File: src/hdl/ir_pulse_distance_decoder_defines.svh
// Assertion macros shared by the IR pulse-distance decoder RTL.
// Expects clk and arst_n in the scope where a macro is used.
`ifndef IR_PULSE_DISTANCE_DECODER_DEFINES_SVH
`define IR_PULSE_DISTANCE_DECODER_DEFINES_SVH

// same-cycle implication, disabled during reset
`define IRPDD_ASSERT_SAME(label, ante, cons, msg) \
	label: assert property (@(posedge clk) disable iff (!arst_n) (ante) |-> (cons)) \
		else $error(msg);

// next-cycle implication, disabled during reset
`define IRPDD_ASSERT_NEXT(label, ante, cons, msg) \
	label: assert property (@(posedge clk) disable iff (!arst_n) (ante) |=> (cons)) \
		else $error(msg);

`endif

File: src/hdl/irpdd_pkg.sv
// Package for the IR pulse-distance decoder: register map, result codes
// and the structs passed between modules. No dependencies.
`default_nettype none

package irpdd_pkg;

	// configuration port
	localparam int CFG_W     = 16;
	localparam int PDATA_W   = 32;
	localparam int PADDR_W   = 5;
	localparam int REG_IDX_W = 3;

	localparam logic [REG_IDX_W-1:0] REG_LEADER_MIN = 3'd0;
	localparam logic [REG_IDX_W-1:0] REG_LEADER_MAX = 3'd1;
	localparam logic [REG_IDX_W-1:0] REG_ZERO_MIN   = 3'd2;
	localparam logic [REG_IDX_W-1:0] REG_BIT_SPLIT  = 3'd3;
	localparam logic [REG_IDX_W-1:0] REG_ONE_MAX    = 3'd4;

	localparam logic [CFG_W-1:0] RST_LEADER_MIN = 16'd240;
	localparam logic [CFG_W-1:0] RST_LEADER_MAX = 16'd400;
	localparam logic [CFG_W-1:0] RST_ZERO_MIN   = 16'd20;
	localparam logic [CFG_W-1:0] RST_BIT_SPLIT  = 16'd30;
	localparam logic [CFG_W-1:0] RST_ONE_MAX    = 16'd60;

	// command byte position inside the frame word
	localparam int CODE_LSB = 16;
	localparam int CODE_W   = 8;

	// input command codes
	localparam logic CMD_EDGE  = 1'b0;
	localparam logic CMD_CLEAR = 1'b1;

	// result kinds
	localparam logic KIND_COMMAND = 1'b0;
	localparam logic KIND_CLEAR   = 1'b1;

	typedef struct packed {
		logic [CFG_W-1:0] leader_min;
		logic [CFG_W-1:0] leader_max;
		logic [CFG_W-1:0] zero_min;
		logic [CFG_W-1:0] bit_split;
		logic [CFG_W-1:0] one_max;
	} cfg_regs_t;

	typedef struct packed {
		logic              emit;
		logic              kind;
		logic [CODE_W-1:0] code;
	} step_res_t;

endpackage

`default_nettype wire

File: src/hdl/ir_pulse_distance_decoder.sv
// Top level of the IR pulse-distance decoder: input register, decode core,
// result register and configuration port. Depends on irpdd_pkg, irpdd_cfg, irpdd_core.
`default_nettype none

// Decodes NEC-style pulse-distance frames from captured falling-edge timestamps.
// Each transaction on the input carries one edge (or a clear command); the block
// takes one transaction per clock cycle unless a result finds the result register
// full. An item passes the input register, where the gap test and the frame state
// update happen, then the result register. The state update in the core lets the
// next edge use the state the previous one left. A result is produced for the edge
// that ends a frame (the command byte) and for every edge seen while the alarm is
// active. Window registers are to be written over the APB port only while the block
// is idle; the block itself does not enforce this.
module ir_pulse_distance_decoder #(
	parameter int FRAME_BITS = 32,
	parameter int TIME_WIDTH = 16
) (
	input  wire logic                                clk,
	input  wire logic                                arst_n,
	// input channel
	input  wire logic                                in_valid,
	output logic                                     in_ready,
	input  wire logic                                cmd,
	input  wire logic [TIME_WIDTH-1:0]               edge_time,
	input  wire logic                                alarm_active,
	// result channel
	output logic                                     out_valid,
	input  wire logic                                out_ready,
	output logic                                     result_kind,
	output logic [irpdd_pkg::CODE_W-1:0]             command_code,
	// configuration port
	input  wire logic                                psel,
	input  wire logic                                penable,
	input  wire logic                                pwrite,
	input  wire logic [irpdd_pkg::PADDR_W-1:0]       paddr,
	input  wire logic [irpdd_pkg::PDATA_W-1:0]       pwdata,
	output logic      [irpdd_pkg::PDATA_W-1:0]       prdata,
	output logic                                     pready
);
	import irpdd_pkg::*;

	cfg_regs_t             regs;
	step_res_t             res;

	logic                  valid_s1;
	logic                  cmd_s1;
	logic [TIME_WIDTH-1:0] edge_time_s1;
	logic                  alarm_s1;

	logic                  out_valid_q;
	logic                  result_kind_q;
	logic [CODE_W-1:0]     command_code_q;

	logic                  out_free;
	logic                  step;
	logic                  load_in;
	logic                  load_out;

	irpdd_cfg u_cfg (
		.clk     (clk),
		.arst_n  (arst_n),
		.psel    (psel),
		.penable (penable),
		.pwrite  (pwrite),
		.paddr   (paddr),
		.pwdata  (pwdata),
		.prdata  (prdata),
		.pready  (pready),
		.regs    (regs)
	);

	irpdd_core #(
		.FRAME_BITS (FRAME_BITS),
		.TIME_WIDTH (TIME_WIDTH)
	) u_core (
		.clk          (clk),
		.arst_n       (arst_n),
		.step         (step),
		.cmd          (cmd_s1),
		.edge_time    (edge_time_s1),
		.alarm_active (alarm_s1),
		.regs         (regs),
		.res          (res)
	);

	// handshake: an item in s1 retires unless its result finds the output full
	assign out_free = !out_valid_q || out_ready;
	assign step     = valid_s1 && (!res.emit || out_free);
	assign in_ready = !valid_s1 || step;
	assign load_in  = in_valid && in_ready;
	assign load_out = step && res.emit;

	// input register
	always_ff @(posedge clk or negedge arst_n) begin
		if (!arst_n) begin
			valid_s1 <= 1'b0;
		end else if (in_ready) begin
			valid_s1 <= in_valid;
		end
	end

	always_ff @(posedge clk) begin
		if (load_in) begin
			cmd_s1       <= cmd;
			edge_time_s1 <= edge_time;
			alarm_s1     <= alarm_active;
		end
	end

	// result register
	always_ff @(posedge clk or negedge arst_n) begin
		if (!arst_n) begin
			out_valid_q <= 1'b0;
		end else if (load_out) begin
			out_valid_q <= 1'b1;
		end else if (out_ready) begin
			out_valid_q <= 1'b0;
		end
	end

	always_ff @(posedge clk) begin
		if (load_out) begin
			result_kind_q  <= res.kind;
			command_code_q <= res.code;
		end
	end

	assign out_valid    = out_valid_q;
	assign result_kind  = result_kind_q;
	assign command_code = command_code_q;

endmodule

`default_nettype wire

File: src/hdl/irpdd_cfg.sv
// APB-style configuration register file for the IR decoder windows.
// Depends on irpdd_pkg.
`default_nettype none

module irpdd_cfg (
	input  wire logic                            clk,
	input  wire logic                            arst_n,
	input  wire logic                            psel,
	input  wire logic                            penable,
	input  wire logic                            pwrite,
	input  wire logic [irpdd_pkg::PADDR_W-1:0]   paddr,
	input  wire logic [irpdd_pkg::PDATA_W-1:0]   pwdata,
	output logic      [irpdd_pkg::PDATA_W-1:0]   prdata,
	output logic                                 pready,
	output irpdd_pkg::cfg_regs_t                 regs
);
	import irpdd_pkg::*;

	cfg_regs_t             regs_q;
	logic [REG_IDX_W-1:0]  idx;
	logic                  wr_en;
	logic [CFG_W-1:0]      rd_val;

	assign pready = 1'b1;
	assign idx    = paddr[PADDR_W-1:2];
	assign wr_en  = psel & penable & pwrite & pready;
	assign regs   = regs_q;

	// register writes; unmapped indexes are dropped
	always_ff @(posedge clk or negedge arst_n) begin
		if (!arst_n) begin
			regs_q.leader_min <= RST_LEADER_MIN;
			regs_q.leader_max <= RST_LEADER_MAX;
			regs_q.zero_min   <= RST_ZERO_MIN;
			regs_q.bit_split  <= RST_BIT_SPLIT;
			regs_q.one_max    <= RST_ONE_MAX;
		end else if (wr_en) begin
			case (idx)
				REG_LEADER_MIN: regs_q.leader_min <= pwdata[CFG_W-1:0];
				REG_LEADER_MAX: regs_q.leader_max <= pwdata[CFG_W-1:0];
				REG_ZERO_MIN:   regs_q.zero_min   <= pwdata[CFG_W-1:0];
				REG_BIT_SPLIT:  regs_q.bit_split  <= pwdata[CFG_W-1:0];
				REG_ONE_MAX:    regs_q.one_max    <= pwdata[CFG_W-1:0];
				default: ;
			endcase
		end
	end

	// read mux
	always_comb begin
		case (idx)
			REG_LEADER_MIN: rd_val = regs_q.leader_min;
			REG_LEADER_MAX: rd_val = regs_q.leader_max;
			REG_ZERO_MIN:   rd_val = regs_q.zero_min;
			REG_BIT_SPLIT:  rd_val = regs_q.bit_split;
			REG_ONE_MAX:    rd_val = regs_q.one_max;
			default:        rd_val = '0;
		endcase
	end

	assign prdata = PDATA_W'(rd_val);

endmodule

`default_nettype wire

File: src/hdl/irpdd_core.sv
// Frame decode state and next-state logic for the IR decoder: gap windows,
// bit collection and command extraction. Depends on irpdd_pkg and the defines header.
`default_nettype none
`include "ir_pulse_distance_decoder_defines.svh"

module irpdd_core #(
	parameter int FRAME_BITS = 32,
	parameter int TIME_WIDTH = 16
) (
	input  wire logic                  clk,
	input  wire logic                  arst_n,
	input  wire logic                  step,
	input  wire logic                  cmd,
	input  wire logic [TIME_WIDTH-1:0] edge_time,
	input  wire logic                  alarm_active,
	input  wire irpdd_pkg::cfg_regs_t  regs,
	output irpdd_pkg::step_res_t       res
);
	import irpdd_pkg::*;

	localparam int CNT_W = $clog2(FRAME_BITS + 1);
	localparam int IDX_W = $clog2(FRAME_BITS);
	localparam int CMP_W = (TIME_WIDTH > CFG_W) ? TIME_WIDTH : CFG_W;
	localparam logic [CNT_W-1:0] BITS_FULL = CNT_W'(FRAME_BITS);

	localparam logic [1:0] PH_IDLE   = 2'd0;
	localparam logic [1:0] PH_LEADER = 2'd1;
	localparam logic [1:0] PH_DATA   = 2'd2;

	logic [TIME_WIDTH-1:0] last_q, last_d;
	logic [1:0]            phase_q, phase_d;
	logic [CNT_W-1:0]      bits_q, bits_d;
	logic [FRAME_BITS-1:0] frame_q, frame_d;

	logic [TIME_WIDTH-1:0] gap;
	logic [CMP_W-1:0]      gap_x;
	logic                  in_leader, in_zero, in_one;
	logic [CODE_W-1:0]     code_raw, code;

	// modulo gap and strict window tests
	assign gap       = edge_time - last_q;
	assign gap_x     = CMP_W'(gap);
	assign in_leader = (gap_x > CMP_W'(regs.leader_min)) && (gap_x < CMP_W'(regs.leader_max));
	assign in_zero   = (gap_x > CMP_W'(regs.zero_min)) && (gap_x < CMP_W'(regs.bit_split));
	assign in_one    = (gap_x > CMP_W'(regs.bit_split)) && (gap_x < CMP_W'(regs.one_max));

	// command byte; bits beyond the frame read as zero
	for (genvar i = 0; i < CODE_W; i++) begin : g_code
		if (CODE_LSB + i < FRAME_BITS) begin : g_in
			assign code_raw[i] = frame_q[CODE_LSB+i];
		end else begin : g_out
			assign code_raw[i] = 1'b0;
		end
	end
	assign code = (code_raw == '0) ? CODE_W'(1) : code_raw;

	// next state and result for the item at hand
	always_comb begin
		last_d   = last_q;
		phase_d  = phase_q;
		bits_d   = bits_q;
		frame_d  = frame_q;
		res.emit = 1'b0;
		res.kind = KIND_COMMAND;
		res.code = '0;
		if (cmd == CMD_CLEAR) begin
			last_d  = '0;
			phase_d = PH_IDLE;
			bits_d  = '0;
			frame_d = '0;
		end else if (alarm_active) begin
			res.emit = 1'b1;
			res.kind = KIND_CLEAR;
		end else begin
			case (phase_q)
				PH_LEADER: begin
					if (in_leader) begin
						last_d  = edge_time;
						phase_d = PH_DATA;
					end else begin
						last_d  = '0;
						phase_d = PH_IDLE;
					end
					bits_d  = '0;
					frame_d = '0;
				end
				PH_DATA: begin
					if (bits_q < BITS_FULL) begin
						if (in_zero || in_one) begin
							frame_d = frame_q | (FRAME_BITS'(in_one) << bits_q[IDX_W-1:0]);
							bits_d  = bits_q + CNT_W'(1);
							last_d  = edge_time;
						end else begin
							last_d  = '0;
							phase_d = PH_IDLE;
							bits_d  = '0;
							frame_d = '0;
						end
					end else begin
						res.emit = 1'b1;
						res.code = code;
						last_d   = '0;
						phase_d  = PH_IDLE;
						bits_d   = '0;
						frame_d  = '0;
					end
				end
				default: begin
					// idle: this edge opens a frame
					last_d  = edge_time;
					phase_d = PH_LEADER;
					bits_d  = '0;
					frame_d = '0;
				end
			endcase
		end
	end

	// decoder state
	always_ff @(posedge clk or negedge arst_n) begin
		if (!arst_n) begin
			last_q  <= '0;
			phase_q <= PH_IDLE;
			bits_q  <= '0;
			frame_q <= '0;
		end else if (step) begin
			last_q  <= last_d;
			phase_q <= phase_d;
			bits_q  <= bits_d;
			frame_q <= frame_d;
		end
	end

	`IRPDD_ASSERT_SAME(a_bits_bound, 1'b1, bits_q <= BITS_FULL, "bit count past frame length")
	`IRPDD_ASSERT_SAME(a_bits_in_data, bits_q != '0 || frame_q != '0, phase_q == PH_DATA, "bits held outside data phase")
	`IRPDD_ASSERT_SAME(a_emit_full, step && res.emit && res.kind == KIND_COMMAND, phase_q == PH_DATA && bits_q == BITS_FULL, "command emitted before frame complete")
	`IRPDD_ASSERT_NEXT(a_clear_idle, step && cmd == CMD_CLEAR, phase_q == PH_IDLE && bits_q == '0 && last_q == '0, "clear did not reset decoder")

endmodule

`default_nettype wire

File: config.mk
export PLATFORM = sky130hd
export DESIGN_NAME = ir_pulse_distance_decoder
export DESIGN_NICKNAME = d
export VERILOG_FILES = /design/src/hdl/irpdd_pkg.sv /design/src/hdl/ir_pulse_distance_decoder.sv /design/src/hdl/irpdd_cfg.sv /design/src/hdl/irpdd_core.sv
export VERILOG_INCLUDE_DIRS = /design/src /design/src/hdl
export SDC_FILE = /design/constraint.sdc
export NUM_CORES = 1
export LEC_CHECK = 0
export BUFFER_PORTS_ARGS = -buffer_cell sky130_fd_sc_hd__buf_2
export CAP_MARGIN = 20
export CORE_ASPECT_RATIO = 0.75
export CORE_UTILIZATION = 35
export CTS_CLUSTER_SIZE = 25
export DETAILED_ROUTE_END_ITERATION = 16
export SKIP_LAST_GASP = 1
export SLEW_MARGIN = 20
export SYNTH_ARGS = -nofsm -noshare
export SYNTH_HDL_FRONTEND = slang
export SYNTH_HIERARCHICAL = 1
export SYNTH_SLANG_ARGS = --single-unit
File: constraint.sdc
create_clock -name clk -period 4.4 [get_ports clk]
set_input_delay 0.88 -clock clk [delete_from_list [all_inputs] [get_ports clk]]
set_output_delay 0.88 -clock clk [all_outputs]
set_load 0.01 [all_outputs]
# Word-level counts from Yosys, hierarchy flattened
# Cells that the tools add are included.
# classes
n_eq_ne,8
n_shift,1
reduce_logical,25
add_sub_neg,2
n_lt_le_gt_ge,7
mux,34
bitwise,4
# op_table
op,n
two-way mux 32 bit,5
two-way mux 16 bit,5
case mux 16 bit (5 select lines),1
greater-than comparator 16 bit,3
less-than comparator 16 bit,3
two-way mux 8 bit,4
OR 32 bit,1
case mux 16 bit (2 select lines),1
left shift 1 x 5 -> 32 bit,1
two-way mux 6 bit,5
subtractor 16 bit,1
AND reduction 2 bit,6
two-way mux 10 bit,1
two-way mux 2 bit,5
logical NOT 8 bit,1
adder 6 x 1 -> 6 bit (second input constant),1
== test 3 x 2 -> 1 bit (second input constant),2
logical AND 1 bit,6
less-than comparator 6 bit (second input constant),1
two-way mux 1 bit,6
OR reduction 5 bit,1
logical OR 1 bit,4
!= test 4 bit (second input constant),1
case mux 2 bit (2 select lines),1
12 further kinds,15
# word_totals
output_inout_bits,44
inputBits,62
register_bits,165

# Logic depth before layout (Yosys ltp)
# logic_depth
word_depth,11
depth_mapped,21
ltp_nobuf,20

# By module
# The synthesis kept the hierarchy.
# by_module_without_submodules
module,seq_area_each_um2,area_each_um2,instances,cells_each
irpdd_core,800.8,4057.6,1,486
irpdd_cfg,2023.2,3863.7,1,275
ir_pulse_distance_decoder,860.8,932.1,1,37

# Worst setup path before layout
# Ideal clock, no wire load.
# synth_timing
path_type,reg2reg
start,reg edge_time_s1[0]
end,reg u_core.last_q[1]
arrival_time_ns,4.440
path_stages_with_launch,22
synth_period_minus_slack_ns,4.561
required_time_ns,4.279
path_slack_ns,-0.161
path_cell_list,edfxtp_1 -> inv_1 -> ha_1 -> fa_1 -> nor2b_1 -> o21ai_0 -> a21boi_0 -> o21ai_0 -> o211ai_1 -> a31o_2 -> a21oi_1 -> xnor2_1 -> ha_1 -> nand4_1 -> nor4_1 -> a21boi_2 -> or4b_4 -> o211a_1 -> o21ai_2 -> a311oi_4 -> buf_6 -> a22o_2
# synth_between
elab_chain_cells,9
# synth_rtl
element,line_no,rtl
start: declaration,ir_pulse_distance_decoder.sv:47,logic [TIME_WIDTH-1:0] edge_time_s1;
start signal: assignment,ir_pulse_distance_decoder.sv:105,edge_time_s1 <= edge_time;
subtractor 16 bit (*),irpdd_core.sv:41,assign gap = edge_time - last_q;
"greater-than comparator 16 bit, or another cell as far along",irpdd_core.sv:44,assign in_zero = (gap_x > CMP_W'(regs.zero_min)) && (gap_x < CMP_W'(regs.bit_split));
logical AND 1 bit (on tied branches),"irpdd_core.sv:44, irpdd_core.sv:45",
logical OR 1 bit,irpdd_core.sv:89,if (in_zero || in_one) begin
two-way mux 16 bit,irpdd_core.sv:89,
two-way mux 16 bit,irpdd_core.sv:88,if (bits_q < BITS_FULL) begin
case mux 16 bit (2 select lines) (*),irpdd_core.sv:75,case (phase_q)
two-way mux 16 bit (*),irpdd_core.sv:71,end else if (alarm_active) begin
two-way mux 16 bit (*),irpdd_core.sv:66,if (cmd == CMD_CLEAR) begin
end signal: assignment,irpdd_core.sv:127,last_q <= last_d;
end: declaration,irpdd_core.sv:30,"logic [TIME_WIDTH-1:0] last_q, last_d;"
# Every way passes the cells marked *; elsewhere a longest branch is shown, timed or not. The select of a mux whose other input is x is not followed.
# A chain may end at the register's enable or synchronous reset.

# Final worst setup path
# layout_timing
start,reg edge_time_s1[6]
end,reg u_core.last_q[6]
# layout_between
elab_chain_cells,9
# layout_rtl
element,line_no
subtractor 16 bit,irpdd_core.sv:41
"greater-than comparator 16 bit, or another cell as far along",irpdd_core.sv:44
logical AND 1 bit (on tied branches),"irpdd_core.sv:44, irpdd_core.sv:45"
logical OR 1 bit,irpdd_core.sv:89
two-way mux 16 bit,irpdd_core.sv:89
two-way mux 16 bit,irpdd_core.sv:88
case mux 16 bit (2 select lines) (*),irpdd_core.sv:75
two-way mux 16 bit (*),irpdd_core.sv:71
two-way mux 16 bit (*),irpdd_core.sv:66
# Marks and branches as above.

==> summary.txt <==
STA
  – Final count of hold timing violations: 0
  – Period utilisation layout: 102%
  – Final Skew: 0.0124 ns
  – Final setup fails: 22
  – Max_slew headroom: 41.7%
  – Max Transition Viols Final: 0
  – Minimum clock period: 4.49 ns
  – RSZ-0062 raised after global routing: true
  – Hold_ws: 0.496 ns
  – Setup TNS: -1.21 ns
  – Worst-margin pin slew: 0.875 ns
  – Setup ws final: -0.0852 ns
  – Max Freq: 223 MHz

Global routing
  – Total grt overflow: 0
  – GRT Total Usage: 18.1%
  – Number of global-route vias before repair: 6636
  – First-pass GRT wire length: 35900 µm
  – Largest net degree at the start of global routing: 62
  – Initial antenna violation count: 0

Floorplan
  – Die width: 186 µm
  – Core Box Area: 24900 µm²
  – Placement row count: 50
  – Die Y: 140 µm
  – Die area: 25900 µm²
  – # IOs: 106
  – Initial core utilization: 35.6%

Setup path
  – R2r worst-path depth: 19
  – Worst-path maximum fanout: 7
  – Setup crit start kind: register
  – Worst reg2reg path startpoint: edge_time_s1[6]
  – Crit Reg-Reg Endpoint: u_core/last_q[6]
  – Worst EP arrival: 4.85 ns
  – WS Path Type: reg -> reg
  – Crit path required time: 4.76 ns
  – CP Launch Point: edge_time_s1[6]
  – CP endpoint kind: register
  – R2R Setup Slk: -0.09 ns

Cells and area
  – Layout Cells excl Fill: 1294
  – Fraction of layout cells with a size suffix above 1: 38.2%
  – Final nets: 1102
  – Fill cells: 2411
  – Area grow syn2layout: 22.4%
  – Sequential cell area: 3680 µm²
  – Multi-input logic area: 4810 µm²
  – Final Cell Area: 10800 µm²
  – Inserted Diodes: 0

Routing
  – Vias/cell: 5.05
  – Final WL: 22600 µm
  – Detailed-route via count: 6536
  – DR DRC count: 1
  – Detailed Routing Iterations Pass 1: 11
  – Initial DRC count: 349
  – Wire per inst: 17.5 µm
  – Antenna-violating nets left: 0

Power
  – Worst vdd ir: 0.000256 V
  – Leak pwr: 4.96 nW
  – Cell Pwr Density: 472 nW/µm²

Placed design
  – Post-Place Cells: 1250
  – HPWL after DPL: 16200 µm
  – Number of buffers added on ports: 70
  – GPL Wtd Cong: 0.858
  – Placed Area: 9970 µm²

Clocking
  – H-Tree Depth: 4
  – Skew-Pair Late Insertion Delay: 0.43 ns
  – CTS max path bufs: 2
  – Number of buffers created by CTS: 17
  – Hold buffers post-CTS: 0
  – Root buf cell: clkbuf_16
  – CTS tree: done
  – Clock Pin Slew Worst Setup and Hold Paths: 0.07 ns
  – Clock sinks: 141

Logic synthesis
  – Post-synth top cells: 99 x inv_1, 97 x dfrtp_1, 96 x ha_1, 88 x mux2_2, 36 x nor2_1
  – Synthesis Warnings: 6
  – Top-count cell post-synth: inv_1
  – #FFs+latches synth: 141
  – Cells after Synth: 798
  – Syn Area/Cell: 11.1 µm²
  – Post-synth EDFFs: 27
  – Post-synth top area share: 27.4%
  – Post-synth top flop: dfrtp_1
  – Synth cell types: 72
  – Post-Syn Area: 8850 µm²
  – Register area share after synthesis: 41.6%
  – Ys async rst share: 80.9%
  – Main area contributors after synthesis: dfrtp_1 27%, ha_1 14%, mux2_2 11%, edfxtp_1 9.2%, dfstp_2 5.0%
  – Area leader, netlist: dfrtp_1

Min path
  – Worst hold path startpoint: edge_time_s1[0]
  – WHS Path Cells: 1
  – Hold worst-path end: u_core/last_q[0]
  – HP Class: reg -> reg

Outcome
  – Status: finished with violations
  – Failing checks: DRC, setup timing

Flow run
  – Max Cap Viol: 0
[final cells by class]
class	count	share of cell area [%]
clock buffers	17	3.93
clock inverters	15	1.17
inverters	100	3.46
multi-input cells	532	44.3
flip-flops and latches	141	34.0
well taps	338	3.90
repair buffers	151	9.19
[layer usage]
layer | GRT usage (%) | vias up | part of all wire (%)
met1 | 25.6 | 3195 | 49
li1 | - | 3150 | -
met4 | 6.00 | 0 | 2.3
met5 | 0 | - | 0
met3 | 4.29 | 34 | 5.0
met2 | 27.0 | 157 | 44
[logic make-up (layout without fill, tap and decap cells)]
group	after synthesis	after routing	share of synthesized area, %
muxes	98	98	12.9
xor gates and xnor gates	16	16	1.58
AOI/OAI and AO/OA	171	172	13.8
buffers and inverters	141	283	7.36
DFF	141	141	41.6
adders and majority gates	97	97	13.8
and+or+nand+nor	132	132	8.83
other	2	17	0.0848
[placed cells by master (no fill, tap or decap), drive strengths merged, types with 18 or more instances in the layout]
master  instances
a21oi          34
buf           151
dfrtp          97
edfxtp         27
ha             96
inv           110
mux2           98
nand2          18
nor2           37
o21ai          33
[what timing repair did]
| action | in CTS | in global routing |
|---|---|---|
| cloned | 1 | 1 |
| setup endpoints to repair | 32 | 32 |
| buffers inserted | 7 | 4 |
| pin swaps | 27 | 31 |
| resized for setup | 33 | 21 |
[stage by stage]
step	setup slack [ns]	total power, W	util [%]
after global placement	-0.478	0.00356	40.0
after floorplan	0.0262	0.00289	-
after CTS	-0.119	0.00510	43.1
after global routing	-0.367	0.00548	43.5
final	-0.0852	0.00511	43.5
after detailed placement	-0.569	0.00361	40.0
[worst max path at each step]
stage                     cells after the start  slack [ns]                 to
after global placement                       21       -0.48  u_core/last_q[11]
final                                        19       -0.09   u_core/last_q[6]
after global routing                         21       -0.37   u_core/last_q[6]
after floorplan                              21        0.03   u_core/last_q[1]
after detailed placement                     22       -0.57   u_core/last_q[1]
after CTS                                    22       -0.12   u_core/last_q[7]
[sequential cells by signal, indices dropped and copies added, names as in the netlist]
name	flops
u_cfg/regs	80
edge_time_s1	16
u_core/last_q	16
command_code	8
u_core/frame_q	8
u_core/bits_q	6
u_core/phase_q	2
alarm_s1	1
cmd_s1	1
out_valid	1
result_kind	1
valid_s1	1
[power by group]
| group | switching [W] | internal (W) |
|---|---|---|
| Combinational | 0.00104 | 0.00101 |
| Sequential | 0.000145 | 0.00154 |
| Clock | 0.000631 | 0.000740 |
| Total | 0.00182 | 0.00329 |
[critical path: stages, from the launching register on]
cell	delay [ns]
edfxtp_1	0.41
ha_1	0.36
a21oi_2	0.22
nand2_1	0.13
o211ai_1	0.30
a31oi_1	0.18
a21o_1	0.19
a21oi_2	0.17
xnor2_2	0.15
ha_1	0.26
nand4_1	0.20
nor4_4	0.06
a21boi_2	0.16
or4b_4	0.54
a211oi_2	0.20
buf_4	0.15
o21ai_4	0.06
a311oi_4	0.32
buf_6	0.19
a22o_1	0.14
Power figures use the tool's default switching activity.
